## config.mk

```make
export PLATFORM = sky130hd
export DESIGN_NAME = panel_keys_button_encoder_scanner_flat
export DESIGN_NICKNAME = d
export VERILOG_FILES = /design/src/rtl/pkbes_pkg.sv /design/src/rtl/pkbes_req_if.sv /design/src/rtl/pkbes_rsp_if.sv /design/src/rtl/pkbes_keys.sv /design/src/rtl/pkbes_button.sv /design/src/rtl/pkbes_encoder.sv /design/src/rtl/panel_keys_button_encoder_scanner.sv /design/src/flat_wrapper.sv
export VERILOG_INCLUDE_DIRS = /design/src /design/src/rtl
export SDC_FILE = /design/constraint.sdc
export NUM_CORES = 1
export LEC_CHECK = 0
export ABC_AREA = 1
export BUFFER_PORTS_ARGS = -buffer_cell sky130_fd_sc_hd__buf_2
export CORE_UTILIZATION = 40
export DETAILED_ROUTE_END_ITERATION = 8
export PLACE_DENSITY_LB_ADDON = 0.15
export SYNTH_ARGS = -nofsm -noshare
export SYNTH_HDL_FRONTEND = slang
export SYNTH_SLANG_ARGS = --single-unit
```

## constraint.sdc

```tcl
create_clock -name clock -period 2.4 [get_ports clock]
set_input_delay 0.12 -clock clock [delete_from_list [all_inputs] [get_ports clock]]
set_output_delay 0.12 -clock clock [all_outputs]
set_load 0.05 [all_outputs]
```

## src/rtl/panel_keys_button_encoder_scanner_assert.svh

```systemverilog
// assertion macros shared by the panel key scanner modules
`ifndef PANEL_KEYS_BUTTON_ENCODER_SCANNER_ASSERT_SVH
`define PANEL_KEYS_BUTTON_ENCODER_SCANNER_ASSERT_SVH

// same-cycle implication, disabled during reset
`define PKBES_ASSERT_NOW(label, clk, rst, cond, expr) \
   label: assert property (@(posedge clk) disable iff (rst) (cond) |-> (expr)) \
      else $error("pkbes same-cycle check failed");

// next-cycle implication, disabled during reset
`define PKBES_ASSERT_NEXT(label, clk, rst, cond, expr) \
   label: assert property (@(posedge clk) disable iff (rst) (cond) |=> (expr)) \
      else $error("pkbes next-cycle check failed");

`endif

```

## src/rtl/pkbes_pkg.sv

```systemverilog
// shared types, constants and key remap function for the panel key scanner
package pkbes_pkg;

   localparam int PIN_COUNT  = 32;
   localparam int KEY_COUNT  = 25;
   localparam int KEY_BASE   = PIN_COUNT - KEY_COUNT;
   localparam int BUTTON_PIN = 4;
   localparam int PHASE_LSB  = 5;

   typedef logic [PIN_COUNT-1:0] pins_type;
   typedef logic [KEY_COUNT-1:0] keys_type;
   typedef logic [7:0]           run_type;
   typedef logic [1:0]           phase_type;

   localparam run_type THRESHOLD_RESET = 8'd10;
   localparam run_type RUN_MAX         = 8'hFF;

   localparam phase_type PHASE_LOW  = 2'b00;
   localparam phase_type PHASE_A    = 2'b01;
   localparam phase_type PHASE_B    = 2'b10;
   localparam phase_type PHASE_HIGH = 2'b11;

   typedef struct packed {
      logic load;
      logic update;
   } step_type;

   function automatic keys_type remap_keys(pins_type pins);
      keys_type word;
      word[24]    = pins[KEY_BASE];
      word[23:16] = pins[15:8];
      word[15:8]  = pins[23:16];
      word[7:0]   = pins[31:24];
      return ~word;
   endfunction

endpackage

```

## src/rtl/pkbes_req_if.sv

```systemverilog
// request channel carrying one pin sample per transaction
interface pkbes_req_if;
   logic                valid;
   logic                ready;
   pkbes_pkg::pins_type pin_word;

   modport source (output valid, output pin_word, input ready);
   modport sink (input valid, input pin_word, output ready);
endinterface

```

## src/rtl/pkbes_rsp_if.sv

```systemverilog
// response channel carrying key, button and encoder status per transaction
interface pkbes_rsp_if;
   logic                valid;
   logic                ready;
   pkbes_pkg::keys_type key_states;
   logic                keys_changed;
   logic                button_pressed;
   logic                button_event;
   logic                turn_clockwise;
   logic                turn_event;

   modport source (output valid, output key_states, output keys_changed,
                   output button_pressed, output button_event,
                   output turn_clockwise, output turn_event, input ready);
   modport sink (input valid, input key_states, input keys_changed,
                 input button_pressed, input button_event,
                 input turn_clockwise, input turn_event, output ready);
endinterface

```

## src/rtl/pkbes_keys.sv

```systemverilog
// key word change detect, remap and hold
module pkbes_keys (
   input  logic                clock,
   input  logic                reset,
   input  pkbes_pkg::step_type step,
   input  pkbes_pkg::pins_type pins,
   output pkbes_pkg::keys_type key_states,
   output logic                keys_changed
);

   pkbes_pkg::pins_type prev_pins_ff;
   pkbes_pkg::pins_type prev_pins_in;
   pkbes_pkg::keys_type held_keys_ff;
   pkbes_pkg::keys_type held_keys_in;

   always_comb begin
      keys_changed = step.update && (pins != prev_pins_ff);
      held_keys_in = keys_changed ? pkbes_pkg::remap_keys(pins) : held_keys_ff;
      prev_pins_in = step.load ? pins : prev_pins_ff;
      key_states   = held_keys_in;
   end

   always_ff @(posedge clock) begin
      if (reset) begin
         prev_pins_ff <= '0;
         held_keys_ff <= '0;
      end else begin
         prev_pins_ff <= prev_pins_in;
         held_keys_ff <= held_keys_in;
      end
   end

endmodule

```

## src/rtl/pkbes_button.sv

```systemverilog
// push button debounce with saturating press and release run counters
module pkbes_button (
   input  logic                clock,
   input  logic                reset,
   input  pkbes_pkg::step_type step,
   input  pkbes_pkg::pins_type pins,
   input  pkbes_pkg::run_type  threshold,
   output logic                button_pressed,
   output logic                button_event
);

`include "panel_keys_button_encoder_scanner_assert.svh"

   pkbes_pkg::run_type press_run_ff;
   pkbes_pkg::run_type press_run_in;
   pkbes_pkg::run_type release_run_ff;
   pkbes_pkg::run_type release_run_in;
   logic               level_ff;
   logic               level_in;
   logic               flip;

   always_comb begin
      press_run_in   = press_run_ff;
      release_run_in = release_run_ff;
      level_in       = level_ff;
      flip           = 1'b0;
      if (step.update) begin
         if (!pins[pkbes_pkg::BUTTON_PIN]) begin
            press_run_in   = (press_run_ff == pkbes_pkg::RUN_MAX) ?
                             pkbes_pkg::RUN_MAX : press_run_ff + 8'd1;
            release_run_in = '0;
            if ((press_run_in > threshold) && !level_ff) begin
               level_in = 1'b1;
               flip     = 1'b1;
            end
         end else begin
            release_run_in = (release_run_ff == pkbes_pkg::RUN_MAX) ?
                             pkbes_pkg::RUN_MAX : release_run_ff + 8'd1;
            press_run_in   = '0;
            if ((release_run_in > threshold) && level_ff) begin
               level_in = 1'b0;
               flip     = 1'b1;
            end
         end
      end
      button_pressed = level_in;
      button_event   = flip;
   end

   always_ff @(posedge clock) begin
      if (reset) begin
         press_run_ff   <= '0;
         release_run_ff <= '0;
         level_ff       <= 1'b0;
      end else begin
         press_run_ff   <= press_run_in;
         release_run_ff <= release_run_in;
         level_ff       <= level_in;
      end
   end

   // an event always toggles the debounced level
   `PKBES_ASSERT_NEXT(a_event_toggles, clock, reset, flip, level_ff != $past(level_ff))
   // the level never changes without an event
   `PKBES_ASSERT_NEXT(a_level_needs_event, clock, reset, !flip, level_ff == $past(level_ff))
   // only one run counter is active after an update
   `PKBES_ASSERT_NEXT(a_one_run, clock, reset, step.update,
                      (press_run_ff == '0) || (release_run_ff == '0))

endmodule

```

## src/rtl/pkbes_encoder.sv

```systemverilog
// quadrature decode of the rotary encoder phase pair
module pkbes_encoder (
   input  logic                clock,
   input  logic                reset,
   input  pkbes_pkg::step_type step,
   input  pkbes_pkg::pins_type pins,
   output logic                turn_clockwise,
   output logic                turn_event
);

`include "panel_keys_button_encoder_scanner_assert.svh"

   pkbes_pkg::phase_type phase;
   pkbes_pkg::phase_type prev_phase_ff;
   pkbes_pkg::phase_type prev_phase_in;
   logic                 direction_ff;
   logic                 direction_in;
   logic                 turn;

   always_comb begin
      phase         = pins[pkbes_pkg::PHASE_LSB +: 2];
      prev_phase_in = prev_phase_ff;
      direction_in  = direction_ff;
      turn          = 1'b0;
      if (step.update) begin
         prev_phase_in = phase;
         if (prev_phase_ff == pkbes_pkg::PHASE_LOW) begin
            if (phase == pkbes_pkg::PHASE_B) begin
               direction_in = 1'b1;
               turn         = 1'b1;
            end else if (phase == pkbes_pkg::PHASE_A) begin
               direction_in = 1'b0;
               turn         = 1'b1;
            end
         end else if (prev_phase_ff == pkbes_pkg::PHASE_HIGH) begin
            if (phase == pkbes_pkg::PHASE_A) begin
               direction_in = 1'b1;
               turn         = 1'b1;
            end else if (phase == pkbes_pkg::PHASE_B) begin
               direction_in = 1'b0;
               turn         = 1'b1;
            end
         end
      end
      turn_clockwise = direction_in;
      turn_event     = turn;
   end

   always_ff @(posedge clock) begin
      if (reset) begin
         prev_phase_ff <= pkbes_pkg::PHASE_LOW;
         direction_ff  <= 1'b0;
      end else begin
         prev_phase_ff <= prev_phase_in;
         direction_ff  <= direction_in;
      end
   end

   // a turn needs a phase change out of a detent
   `PKBES_ASSERT_NOW(a_turn_from_detent, clock, reset, turn,
                     (phase != prev_phase_ff) &&
                     ((prev_phase_ff == pkbes_pkg::PHASE_LOW) ||
                      (prev_phase_ff == pkbes_pkg::PHASE_HIGH)))
   // direction only moves with a turn
   `PKBES_ASSERT_NEXT(a_dir_needs_turn, clock, reset, !turn,
                      direction_ff == $past(direction_ff))

endmodule

```

## src/rtl/panel_keys_button_encoder_scanner.sv

```systemverilog
// top level of the panel key, push button and rotary encoder scanner
// a request is registered in the input stage and its status in the output register, which drives the response
// throughput: one transaction per cycle while the response side keeps up
// the input register refills while a finished response still waits
// reset clears control, counters, history and sets the debounce threshold to 10
// the first transaction after reset only primes the pin history
module panel_keys_button_encoder_scanner (
   input  logic        clock,
   input  logic        reset,
   pkbes_req_if.sink   req_chan,
   pkbes_rsp_if.source rsp_chan,
   input  logic        csr_wr_en,
   input  logic [7:0]  csr_wr_data
);

`include "panel_keys_button_encoder_scanner_assert.svh"

   logic                in_valid_ff;
   logic                in_valid_in;
   pkbes_pkg::pins_type in_pins_ff;
   logic                primed_ff;
   logic                primed_in;
   logic                out_valid_ff;
   logic                out_valid_in;
   pkbes_pkg::run_type  threshold_ff;
   pkbes_pkg::run_type  threshold_in;
   logic                advance;
   logic                accept;
   pkbes_pkg::step_type step;

   pkbes_pkg::keys_type key_states_nxt;
   logic                keys_changed_nxt;
   logic                button_pressed_nxt;
   logic                button_event_nxt;
   logic                turn_clockwise_nxt;
   logic                turn_event_nxt;

   pkbes_pkg::keys_type key_states_ff;
   logic                keys_changed_ff;
   logic                button_pressed_ff;
   logic                button_event_ff;
   logic                turn_clockwise_ff;
   logic                turn_event_ff;

   always_comb begin
      advance      = in_valid_ff && (!out_valid_ff || rsp_chan.ready);
      accept       = req_chan.valid && req_chan.ready;
      step.load    = advance;
      step.update  = advance && primed_ff;
      in_valid_in  = accept || (in_valid_ff && !advance);
      out_valid_in = advance || (out_valid_ff && !rsp_chan.ready);
      primed_in    = primed_ff || advance;
      threshold_in = csr_wr_en ? csr_wr_data : threshold_ff;
   end

   assign req_chan.ready = !in_valid_ff || advance;

   pkbes_keys u_keys (
      .clock        (clock),
      .reset        (reset),
      .step         (step),
      .pins         (in_pins_ff),
      .key_states   (key_states_nxt),
      .keys_changed (keys_changed_nxt)
   );

   pkbes_button u_button (
      .clock          (clock),
      .reset          (reset),
      .step           (step),
      .pins           (in_pins_ff),
      .threshold      (threshold_ff),
      .button_pressed (button_pressed_nxt),
      .button_event   (button_event_nxt)
   );

   pkbes_encoder u_encoder (
      .clock          (clock),
      .reset          (reset),
      .step           (step),
      .pins           (in_pins_ff),
      .turn_clockwise (turn_clockwise_nxt),
      .turn_event     (turn_event_nxt)
   );

   always_ff @(posedge clock) begin
      if (reset) begin
         in_valid_ff  <= 1'b0;
         out_valid_ff <= 1'b0;
         primed_ff    <= 1'b0;
         threshold_ff <= pkbes_pkg::THRESHOLD_RESET;
      end else begin
         in_valid_ff  <= in_valid_in;
         out_valid_ff <= out_valid_in;
         primed_ff    <= primed_in;
         threshold_ff <= threshold_in;
      end
   end

   always_ff @(posedge clock) begin
      if (accept) begin
         in_pins_ff <= req_chan.pin_word;
      end
      if (advance) begin
         key_states_ff     <= key_states_nxt;
         keys_changed_ff   <= keys_changed_nxt;
         button_pressed_ff <= button_pressed_nxt;
         button_event_ff   <= button_event_nxt;
         turn_clockwise_ff <= turn_clockwise_nxt;
         turn_event_ff     <= turn_event_nxt;
      end
   end

   assign rsp_chan.valid          = out_valid_ff;
   assign rsp_chan.key_states     = key_states_ff;
   assign rsp_chan.keys_changed   = keys_changed_ff;
   assign rsp_chan.button_pressed = button_pressed_ff;
   assign rsp_chan.button_event   = button_event_ff;
   assign rsp_chan.turn_clockwise = turn_clockwise_ff;
   assign rsp_chan.turn_event     = turn_event_ff;

   // priming transaction reports no events
   `PKBES_ASSERT_NEXT(a_prime_quiet, clock, reset, advance && !primed_ff,
                      !keys_changed_ff && !button_event_ff && !turn_event_ff)
   // a full input stage that cannot move blocks new requests
   `PKBES_ASSERT_NOW(a_full_blocks, clock, reset, in_valid_ff && !advance, !req_chan.ready)
   // a waiting response is never overwritten
   `PKBES_ASSERT_NOW(a_no_overwrite, clock, reset, out_valid_ff && !rsp_chan.ready, !advance)

endmodule

```

## src/flat_wrapper.sv

```systemverilog
// flat-port wrapper written by rule: the top's interface ports become plain ports
module panel_keys_button_encoder_scanner_flat 
  (clock, reset, csr_wr_en, csr_wr_data, req_chan_valid, req_chan_pin_word, req_chan_ready, rsp_chan_valid, rsp_chan_key_states, rsp_chan_keys_changed, rsp_chan_button_pressed, rsp_chan_button_event, rsp_chan_turn_clockwise, rsp_chan_turn_event, rsp_chan_ready);
  pkbes_req_if req_chan_i ();
  pkbes_rsp_if rsp_chan_i ();
  input  logic clock;
  input  logic reset;
  input  logic csr_wr_en;
  input  logic [7:0] csr_wr_data;
  input wire logic [$bits(req_chan_i.valid)-1:0] req_chan_valid;
  input wire logic [$bits(req_chan_i.pin_word)-1:0] req_chan_pin_word;
  output wire logic [$bits(req_chan_i.ready)-1:0] req_chan_ready;
  output wire logic [$bits(rsp_chan_i.valid)-1:0] rsp_chan_valid;
  output wire logic [$bits(rsp_chan_i.key_states)-1:0] rsp_chan_key_states;
  output wire logic [$bits(rsp_chan_i.keys_changed)-1:0] rsp_chan_keys_changed;
  output wire logic [$bits(rsp_chan_i.button_pressed)-1:0] rsp_chan_button_pressed;
  output wire logic [$bits(rsp_chan_i.button_event)-1:0] rsp_chan_button_event;
  output wire logic [$bits(rsp_chan_i.turn_clockwise)-1:0] rsp_chan_turn_clockwise;
  output wire logic [$bits(rsp_chan_i.turn_event)-1:0] rsp_chan_turn_event;
  input wire logic [$bits(rsp_chan_i.ready)-1:0] rsp_chan_ready;
  assign req_chan_i.valid = req_chan_valid;
  assign req_chan_i.pin_word = req_chan_pin_word;
  assign req_chan_ready = req_chan_i.ready;
  assign rsp_chan_valid = rsp_chan_i.valid;
  assign rsp_chan_key_states = rsp_chan_i.key_states;
  assign rsp_chan_keys_changed = rsp_chan_i.keys_changed;
  assign rsp_chan_button_pressed = rsp_chan_i.button_pressed;
  assign rsp_chan_button_event = rsp_chan_i.button_event;
  assign rsp_chan_turn_clockwise = rsp_chan_i.turn_clockwise;
  assign rsp_chan_turn_event = rsp_chan_i.turn_event;
  assign rsp_chan_i.ready = rsp_chan_ready;
  panel_keys_button_encoder_scanner u_core (.clock(clock), .reset(reset), .req_chan(req_chan_i), .rsp_chan(rsp_chan_i), .csr_wr_en(csr_wr_en), .csr_wr_data(csr_wr_data));
endmodule
```

## Word level (Yosys, flattened, before mapping)

Cells that the tools add are included.

- Bits in registers: 150
- Word-level logic and storage cells: 73

- $add $sub $neg: 2
- Magnitude comparators: 2
- Equal/unequal tests: 6
- Muxes and demuxes: 25
- Bitwise logic cells: 1
- Reduce and logical (&&, ||, !) cells: 19

Operators with widths:

| kind | count |
|---|---|
| $mux W8 | 4 |
| $ne A32 B32 Y1 | 1 |
| $mux W25 | 1 |
| $not A25 Y25 | 1 |
| $mux W1 | 20 |
| $add A8 B1 Y8 const B | 2 |
| $eq A8 B8 Y1 const B | 2 |
| $gt A8 B8 Y1 | 2 |
| $logic_and A1 B1 Y1 | 8 |
| $logic_not A1 Y1 | 5 |
| $logic_or A1 B1 Y1 | 5 |
| $eq A2 B2 Y1 const B | 2 |
| $eq A2 B1 Y1 const B | 1 |
| $logic_not A2 Y1 | 1 |

## Depth between registers and ports, before layout

Gate-level depths: netlist (run 1).

- Word-level depth: 7
- Depth in mapped cells: 16
- Mapped depth without buffers: 16

## Modules after synthesis

A second synthesis (run 1) with hierarchy kept.

- Cells, all modules: 775
- Area total of the unflattened synthesis: 6,693.9 um2

Modules (own cells, without submodules):

| module | times used | cells each | area an instance (um2) | sequential area each (um2) |
|---|---|---|---|---|
| pkbes_keys | 1 | 416 | 2,781.4 | 1,141.1 |
| panel_keys_button_encoder_scanner | 1 | 113 | 2,247.2 | 2,082.0 |
| pkbes_button | 1 | 215 | 1,462.7 | 340.3 |
| pkbes_encoder | 1 | 31 | 202.7 | 60.1 |

## Least setup slack after synthesis (run 1)

Ideal clock, no wire load.

- Path type: flip-flop to flip-flop
- Start point: register u_core.out_valid_ff, in the netlist u_core.rsp_chan.valid
- End point: register u_core.button_event_ff, in the netlist u_core.rsp_chan.button_event, enable pin
- Data arrival time: 1.917 ns
- Required time: 1.994 ns
- Setup slack: 0.077 ns
- Stages on the path, launching flop included: 5
- Clock period less this slack: 2.323 ns
- Path through: dfxtp_1 -> nand2_2 -> nand2_4 -> clkinv_1 -> clkbuf_1

- Word-level cells in the longest chain between the ends: 3

Ends and longest elaborated chain:

| element | line | source |
|---|---|---|
| start: declaration | panel_keys_button_encoder_scanner.sv:23 | `logic out_valid_ff;` |
| start signal: assignment | panel_keys_button_encoder_scanner.sv:94 | `out_valid_ff <= out_valid_in;` |
| $logic_not A1 Y1 | panel_keys_button_encoder_scanner.sv:46 | `advance = in_valid_ff && (!out_valid_ff \|\| rsp_chan.ready);` |
| $logic_or A1 B1 Y1 | panel_keys_button_encoder_scanner.sv:46 |  |
| $logic_and A1 B1 Y1 | panel_keys_button_encoder_scanner.sv:46 |  |
| net u_core.advance | panel_keys_button_encoder_scanner.sv:27 | `logic advance;` |
| end signal: assignment | panel_keys_button_encoder_scanner.sv:108 | `button_event_ff <= button_event_nxt;` |
| end: declaration | panel_keys_button_encoder_scanner.sv:41 | `logic button_event_ff;` |

The timed path passes the listed nets, and every way through them passes these cells.
A chain may end at the register's enable or synchronous reset.

## Worst setup path after layout (run 1)

- Start point: register u_core.u_button.press_run_ff[0]
- End point: register u_core.button_event_ff, in the netlist u_core.rsp_chan.button_event (data pin)

- Word-level cells in the longest chain between the ends: 6
- Elaborated cells on any way between the ends: 7

Ends and longest elaborated chain:

| element | line | source |
|---|---|---|
| start: declaration | pkbes_button.sv:14 | `pkbes_pkg::run_type press_run_ff;` |
| start signal: assignment | pkbes_button.sv:56 | `press_run_ff <= press_run_in;` |
| $add A8 B1 Y8 / $eq A8 B8 Y1 (equally long branches) | pkbes_button.sv:30, pkbes_button.sv:29 |  |
| $mux W8 * | pkbes_button.sv:29 | `press_run_in = (press_run_ff == pkbes_pkg::RUN_MAX) ?` |
| $gt A8 B8 Y1 * | pkbes_button.sv:32 | `if ((press_run_in > threshold) && !level_ff) begin` |
| $logic_and A1 B1 Y1 * | pkbes_button.sv:32 |  |
| $mux W1 * | pkbes_button.sv:32 |  |
| $mux W1 * | pkbes_button.sv:28 | `if (!pins[pkbes_pkg::BUTTON_PIN]) begin` |

Mark *: on every way between the ends. The rest lies on a longest branch, timed or not.

==> results of run 1 <==
## timing repair
action                                 CTS  global route
pin swaps                                1            17
hold buffers                            44             0
setup endpoints to repair                2             3
resized for setup                        3            44
endpoints found under the hold margin   40             0
buffers inserted                         0             1
## area by class of cell
type | count | area share [%]
Inverter | 123 | 5.415
Sequential cell | 150 | 42.60
Clock buffer | 21 | 5.165
Timing Repair Buffer | 130 | 10.55
Clock inverter | 11 | 2.142
Tap cell | 220 | 3.228
Multi-Input combinational cell | 467 | 30.90
## report_power, final
group	leakage, nW	switching, mW	internal [mW]
sequential	1.32	0.0689	2.79
clock	0.296	0.986	1.83
combinational	2.15	0.378	0.225
total	3.77	1.43	4.85
## registers in the layout, summed over array words and instances (netlist names), 2 cells and up
signal	cells
u_core.in_pins_ff	32
u_core.u_keys.held_keys_ff	25
u_core.u_encoder.prev_phase_ff	2
u_core.threshold_ff	8
u_core.u_keys.prev_pins_ff	32
u_core.u_button.press_run_ff	8
u_core.u_button.release_run_ff	8
u_core.rsp_chan.key_states	25
## placed cells by master (no fill, tap or decap), drive strengths merged, types with 2 or more instances in the layout
cell type | netlist | layout
clkinvlp | 0 | 2
nor3 | 3 | 3
xor2 | 2 | 2
edfxtp | 62 | 62
nand4 | 4 | 4
dfxtp | 88 | 88
clkbuf | 14 | 21
ha | 20 | 20
or2 | 4 | 4
nor2 | 77 | 77
a21oi | 58 | 58
dlygate4sd3 | 0 | 44
o21ai | 49 | 49
bufinv | 0 | 5
nand2 | 185 | 185
inv | 122 | 123
clkinv | 1 | 4
nand3 | 37 | 37
xnor2 | 17 | 17
a31oi | 5 | 5
buf | 10 | 86
## logic make-up (layout without fill, tap and decap cells)
kind of cell / count (synthesis) / count (layout) / synth area share (%)
AO/OA/AOI/OAI: 115 / 115 / 8.739
buffers and inverters: 149 / 285 / 9.371
XOR/XNOR: 19 / 19 / 2.473
AND/OR/NAND/NOR: 313 / 313 / 21.85
flip-flops: 150 / 150 / 53.85
adder cells (fa/ha/maj): 20 / 20 / 3.719
## worst paths after layout
path / cells past startpoint / slack [ns] / from / end
min: 3 / 0.01 / csr_wr_data[6] / u_core.threshold_ff[6]$_SDFFE_PP0P_
min reg2reg: 2 / 0.47 / u_core.u_keys.prev_pins_ff[21]$_SDFFE_PP0P_ / u_core.u_keys.prev_pins_ff[21]$_SDFFE_PP0P_
max reg2reg: 15 / 0.1 / u_core.u_button.press_run_ff[0]$_SDFFE_PP0P_ / u_core.rsp_chan.button_event$_SDFFCE_PN0P_
max: 15 / 0.1 / u_core.u_button.press_run_ff[0]$_SDFFE_PP0P_ / u_core.rsp_chan.button_event$_SDFFCE_PN0P_
## critical path, cell delays in order, from the launching register on
cell and delay (ns):
dfxtp_4 0.37, ha_4 0.13, nand2_1 0.06, inv_2 0.07
nand2_2 0.07, nor2_4 0.14, nand3_2 0.10, buf_6 0.15
o21ai_1 0.11, ha_1 0.26, nand2_1 0.12, nor3_4 0.06
a21oi_1 0.12, nand2_1 0.12, nand3_2 0.09, a21oi_1 0.06
## metrics by stage
step                instances  setup slack [ns]  util, %  instance area [um2]  hold slack (ns)
global route             1122          -0.08314    51.60                 8527          0.04992
finish                   1122           0.09856    51.60                 8527          0.01070
detailed placement       1045          0.006830    44.08                 7283           0.2981
floorplan                 766           0.07716        -                 6729           0.2189
global placement         1045           0.06494    44.08                 7283           0.2970
CTS                      1121           0.01776    50.61                 8363         0.006510
## layer usage
| layer | part of all wire [%] | GRT usage, % | vias to the layer above | routed length (um) |
|---|---|---|---|---|
| li1 | - | - | 2671 | - |
| met1 | 45 | 20.58 | 2440 | 6375 |
| met2 | 50 | 29.28 | 86 | 7180 |
| met3 | 3.6 | 4.398 | 15 | 509 |
| met4 | 1.6 | 6.718 | 0 | 234 |
| met5 | 0 | 0 | - | 0 |
==> results.ini, run 1 <==
[timing]
post-route-period-util_pct = 95.89
finalHoldViolations = 0
fmax_ghz = 0.4345
max-slew-margin-rel_pct = 45.01
setup_violations = 0
clock_skew_ns = 0.006398
drv_slew = 0
finalCriticalPeriod_ns = 2.301
tns_ns = 0
tightest_slew_ns = 0.8239

[place]
place_hpwl_mm = 9.133
gp_congestion = 0.7921
port_buffers = 76

[cts]
clk_pin_slew_ns = 0.06
cts_buffers = 17
cts_max_level = 4
cts.sinks = 150
insertion_delay_ns = 0.42
cts_tree = yes
cts_max_path_buffers = 2
root_buffer = clkbuf_16

[yosys]
ys_seq_area_share_pct = 53.85
yosys.area.top_type_share_pct = 27.67
synthCells = 766
synthesis.area_um2 = 6729
synth-edff-count = 62
ys.warnings.count = 0
ys_types = 36
synth.most_common_cell = nand2_1
syn_area_per_cell_um2 = 8.785
synthTopCellsByCount = 143 x nand2_1, 117 x inv_1, 88 x dfxtp_1
synthArstFlopShare_pct = 0
ys_ff_latch = 150
synth_flop_cell = dfxtp_1
netlist.top_cell.by_area = edfxtp_1
synthesis.nets = 831
synth_area_leaders = edfxtp_1 28%, dfxtp_1 26%, nand2_1 8.0%

[route]
vias_per_cell = 4.645
vias = 5212
wl_per_cell_um = 12.74
antenna_left = 0
first_iter_violations = 225
wl_mm = 14.30
route.detailed.drc = 0
first_pass_iters = 4

[grt]
grt_max_degree = 50
antenna_found_initial = 0
grt_usage_pct = 17.12
grt_pass1_vias = 5018
grt_pass1_wl_mm = 23.40
overflow = 0

[cells_and_area]
fillers = 1524
final_nets = 954
multi_input_area_um2 = 2635
antenna_cells = 0
syn_to_final_growth_pct = 26.72
final-seq-area_um2 = 3632
drive_gt1_share_pct = 24.72

[floorplanning]
fp-row-count = 47
dieWidth_um = 131.7
initial_core_util_pct = 40.72
coreArea_um2 = 16520
ios = 77
fp.dieH_um = 131.7
dieArea_um2 = 17340

[worst_setup_path]
crit_fanout = 5
crit_path_start_kind = register
critPathRequiredTime_ns = 2.55
arrival_ns = 2.46
critPathCaptureType = register
critPathKind = reg -> reg

[power_and_ir_drop]
p_total_mw = 6.284
vdd_drop_max_mv = 0.5199
p_leak_nw = 3.767
power.density_nw_per_um2 = 736.9

[run_status]
status = finished, final reports clean

[job]
drv_cap = 0

[min_path]
min_path_type = in -> reg

(Power assumes the default switching activity.)
==> inputs of run 2 (changes only) <==
--- a/config.mk
+++ b/config.mk
@@ -11,6 +11,7 @@
 export CORE_UTILIZATION = 40
 export DETAILED_ROUTE_END_ITERATION = 8
 export PLACE_DENSITY_LB_ADDON = 0.15
+export RECOVER_POWER = 100
 export SYNTH_ARGS = -nofsm -noshare
 export SYNTH_HDL_FRONTEND = slang
 export SYNTH_SLANG_ARGS = --single-unit
==> results.ini, run 2 (synthesis gave the netlist of run 1 again) <==
[run_status]
status = finished, final reports clean

[floorplanning]
initial_core_util_pct = 40.72
fp.dieH_um = 131.7
ios = 77
dieWidth_um = 131.7
dieArea_um2 = 17340
fp-row-count = 47
coreArea_um2 = 16520

[timing]
fmax_ghz = 0.4352
clock_skew_ns = 0.02897
setup_slack_ns = 0.1020
finalCriticalPeriod_ns = 2.298
drv_slew = 0
finalHoldViolations = 0
tightest_slew_ns = 1.204
max-slew-margin-rel_pct = 19.76
post-route-period-util_pct = 95.75
tns_ns = 0
setup_violations = 0

[place]
gp_congestion = 0.7921
place_hpwl_mm = 9.133
place_ws_ns = 0.006830
dp_cells = 1045
port_buffers = 76

[grt]
grt_usage_pct = 17.12
grt_max_degree = 50
antenna_found_initial = 0
grt_pass1_vias = 5018
grt_pass1_wl_mm = 23.40
overflow = 0

[power_and_ir_drop]
power.density_nw_per_um2 = 746.8
p_leak_nw = 3.653
vdd_drop_max_mv = 0.5057

[worst_setup_path]
critPathRequiredTime_ns = 2.54
arrival_ns = 2.44
crit_path_start_kind = register
critPathCaptureType = register
critPathKind = reg -> reg
crit_fanout = 5

[cts]
cts.sinks = 150
cts_max_path_buffers = 2
cts_max_level = 4
cts_buffers = 17
clk_pin_slew_ns = 0.06
cts_tree = yes
root_buffer = clkbuf_16
insertion_delay_ns = 0.43

[cells_and_area]
top_regs = u_core.in_pins_ff x32, u_core.u_keys.prev_pins_ff x32
mostFrequentLayoutCells = 179 x nand2_1, 115 x inv_1, 83 x dfxtp_1
syn_to_final_growth_pct = 24.40
layout_commonest_cell = nand2_1
final_cells = 1122
antenna_cells = 0
final_nets = 954
fillers = 1571
drive_gt1_share_pct = 15.96

[route]
route.detailed.drc = 0
first_pass_iters = 4
antenna_left = 0
wl_mm = 14.27
vias_per_cell = 4.625
first_iter_violations = 237
vias = 5189
wl_per_cell_um = 12.71

[job]
drv_cap = 0

[min_path]
min_path_type = in -> reg

[run 2: layout make-up]
type / instances / area [um2] / share of cell area, %
Sequential cell: 150 / 3632 / 43.39
Inverter: 123 / 461.7 / 5.516
Clock inverter: 11 / 182.7 / 2.182
Multi-Input combinational cell: 467 / 2537 / 30.31
Tap cell: 220 / 275.3 / 3.288
Clock buffer: 21 / 440.4 / 5.262
Timing Repair Buffer: 130 / 840.8 / 10.04
[run 2: power breakdown]
group          switching (mW)  internal, mW  total, mW
logic                   0.369         0.209      0.578
registers              0.0693          2.80       2.86
clock network           0.977          1.83       2.81
total                    1.41          4.84       6.25
[run 2: routing by layer]
layer,GRT usage (%),vias up,wire length (um)
met5,0,-,0
met4,6.718,0,149
met3,4.398,9,483
met2,29.28,71,7168
met1,20.58,2438,6465
li1,-,2671,-
[run 2: through the flow]
stage	hold WS (ns)	util, %	cell area [um2]	power, mW
after floorplan	0.2189	-	6729	3.304
after global placement	0.2970	44.08	7283	3.437
after detailed placement	0.2981	44.08	7283	3.455
after CTS	0.006510	50.61	8363	6.348
after global routing	0.04992	50.65	8371	6.520
final	0.02686	50.65	8371	6.251
[run 2: timing repair]
| action | 4_1_cts | 5_1_grt |
|---|---|---|
| pin swaps | 1 | 17 |
| resized for setup | 3 | 44 |
| hold buffers | 44 | 0 |
| setup endpoints to repair | 2 | 3 |
| setup buffers | 0 | 1 |
| endpoints found under the hold margin | 40 | 0 |
[run 2: worst paths after layout]
kind                                                                     to                                    startpoint  slack [ns]  depth (start not counted)
worst min-delay path                    u_core.threshold_ff[6]$_SDFFE_PP0P_                                csr_wr_data[6]        0.03                          3
worst min register to register  u_core.u_keys.prev_pins_ff[17]$_SDFFE_PP0P_   u_core.u_keys.prev_pins_ff[17]$_SDFFE_PP0P_        0.47                          2
worst max register to register   u_core.rsp_chan.button_event$_SDFFCE_PN0P_  u_core.u_button.press_run_ff[0]$_SDFFE_PP0P_        0.10                         15
worst max-delay path             u_core.rsp_chan.button_event$_SDFFCE_PN0P_  u_core.u_button.press_run_ff[0]$_SDFFE_PP0P_        0.10                         15
[run 2: worst max-delay path, cell delays in order (launching register included)]
cell and delay [ns]:
dfxtp_4 0.37, ha_4 0.13, nand2_1 0.06, inv_2 0.07, nand2_2 0.07, nor2_4 0.14
nand3_2 0.10, buf_6 0.15, o21ai_1 0.11, ha_1 0.26, nand2_1 0.11, nor3_4 0.06
a21oi_1 0.12, nand2_1 0.12, nand3_2 0.09, a21oi_1 0.06
==> inputs of run 3 (changes only) <==
--- a/config.mk
+++ b/config.mk
@@ -8,7 +8,9 @@
 export LEC_CHECK = 0
 export ABC_AREA = 1
 export BUFFER_PORTS_ARGS = -buffer_cell sky130_fd_sc_hd__buf_2
-export CORE_UTILIZATION = 40
+export CELL_PAD_IN_SITES_DETAIL_PLACEMENT = 1
+export CELL_PAD_IN_SITES_GLOBAL_PLACEMENT = 2
+export CORE_UTILIZATION = 32
 export DETAILED_ROUTE_END_ITERATION = 8
 export PLACE_DENSITY_LB_ADDON = 0.15
 export RECOVER_POWER = 100
==> results.ini, run 3 (synthesis gave the netlist of run 1 again) <==
[run_status]
status = finished, final reports clean

[power_and_ir_drop]
vdd_drop_max_mv = 0.4903
p_leak_nw = 3.722
power.density_nw_per_um2 = 708.9

[grt]
grt_max_degree = 50
grt_pass1_vias = 5629
antenna_found_initial = 0
overflow = 0
grt_pass1_wl_mm = 28.44
grt_usage_pct = 16.90

[timing]
finalCriticalPeriod_ns = 2.312
max-slew-margin-rel_pct = 40.10
finalHoldViolations = 0
fmax_ghz = 0.4326
tightest_slew_ns = 0.8985
rsz0062_at_grt = true
setup_slack_ns = 0.08835
hold_ws_ns = 0.01725
setup_violations = 0
drv_slew = 0
clock_skew_ns = 0.01108
post-route-period-util_pct = 96.32

[place]
place_hpwl_mm = 11.12
place_ws_ns = -0.1157
port_buffers = 76
gp_congestion = 0.8032

[floorplanning]
coreArea_um2 = 20430
fp-row-count = 52
fp.dieH_um = 147.0
dieWidth_um = 147.0
initial_core_util_pct = 32.94
ios = 77
dieArea_um2 = 21610

[job]
drv_cap = 0

[cts]
insertion_delay_ns = 0.43
root_buffer = clkbuf_16
cts_buffers = 17
cts.sinks = 150
cts_max_path_buffers = 2
clk_pin_slew_ns = 0.06
cts_max_level = 4
cts_tree = yes

[worst_setup_path]
crit_path_start_kind = register
crit_fanout = 5
startpoint = u_core.u_button.press_run_ff[1]$_SDFFE_PP0P_
critPathKind = reg -> reg
r2r-start = u_core.u_button.press_run_ff[1]$_SDFFE_PP0P_
reg2reg_slack_ns = 0.09
critPathRequiredTime_ns = 2.56
critPathCaptureType = register
arrival_ns = 2.47

[cells_and_area]
antenna_cells = 0
top_regs = u_core.in_pins_ff x32, u_core.u_keys.prev_pins_ff x32
mostFrequentLayoutCells = 140 x nand2_1, 114 x inv_1, 83 x dfxtp_1
syn_to_final_growth_pct = 27.63
fin_util_pct = 42.04
drive_gt1_share_pct = 21.67
layout_commonest_cell = nand2_1
final_nets = 962

[route]
route.detailed.drc = 0
vias = 5414
antenna_left = 0
wl_per_cell_um = 14.76
first_pass_iters = 4
wl_mm = 17.40
first_iter_violations = 179
vias_per_cell = 4.592

[min_path]
min_path_type = in -> reg
hold_start = rsp_chan_ready

## run 3: cell types whose count changed in the layout (fill, tap and decap cells not counted), sizes merged, moves of 3 or more
cell,before,now
buf,42,54
clkbuf,65,59
inv,123,126
bufinv,5,2
## run 3: routing by layer
metal | routed length [um] | track usage, % | part of all wire [%]
met5 | 0 | 0 | 0
met4 | 203 | 4.948 | 1.2
met3 | 463 | 3.571 | 2.7
met2 | 8871 | 29.91 | 51
met1 | 7860 | 20.57 | 45
## run 3: per-stage QoR
step           area (um2)  setup TNS (ns)  std cells  total power [mW]
2_1_floorplan        6729               0        766             3.304
3_3_place_gp         7338               0       1094             3.450
3_5_place_dp         7338         -0.2362       1094             3.481
4_1_cts              8382       -0.004409       1170             6.175
5_1_grt              8588         -0.1398       1179             6.355
6_report             8588               0       1179             6.088
## run 3: final cells by class
class	instances	area [um2]
clock inverter	11	126.4
timing repair buffer	138	913.4
tap	270	337.8
fill	2409	11840
multi-input combinational	467	2678
inverter	123	461.7
sequential	150	3635
clock buffer	20	436.7
## run 3: report_power, final
| group | switching, mW | internal, mW | total (mW) | leakage (nW) |
|---|---|---|---|---|
| sequential | 0.0725 | 2.79 | 2.86 | 1.32 |
| combinational | 0.395 | 0.217 | 0.613 | 2.13 |
| clock | 1.08 | 1.53 | 2.61 | 0.265 |
| total | 1.55 | 4.54 | 6.09 | 3.72 |
## run 3: path summary, 6_finish.rpt
path | end | cells after the start
setup / recovery | u_core.rsp_chan.button_event$_SDFFCE_PN0P_ | 15
hold / removal | u_core.in_valid_ff$_SDFF_PP0_ | 4
setup reg to reg | u_core.rsp_chan.button_event$_SDFFCE_PN0P_ | 15
hold reg to reg | u_core.u_keys.prev_pins_ff[30]$_SDFFE_PP0P_ | 2
## run 3: what timing repair did
action	in CTS	in global routing
hold buffers	45	0
cloned	0	0
gates resized for setup	8	49
endpoints found under the setup margin	3	3
pin swaps	4	19
buffers inserted	0	9
hold endpoints to repair	41	0
## run 3: critical path, stage by stage, from the launching register on
cell	delay (ns)
dfxtp_4	0.37
ha_4	0.14
nand2_2	0.05
inv_2	0.08
nand2_4	0.06
nor2_4	0.16
nand3_2	0.10
buf_6	0.16
o21ai_4	0.07
ha_4	0.23
a21oi_2	0.16
nor2_2	0.06
o21ai_1	0.15
nand2_1	0.10
nand3_1	0.08
a21oi_1	0.06
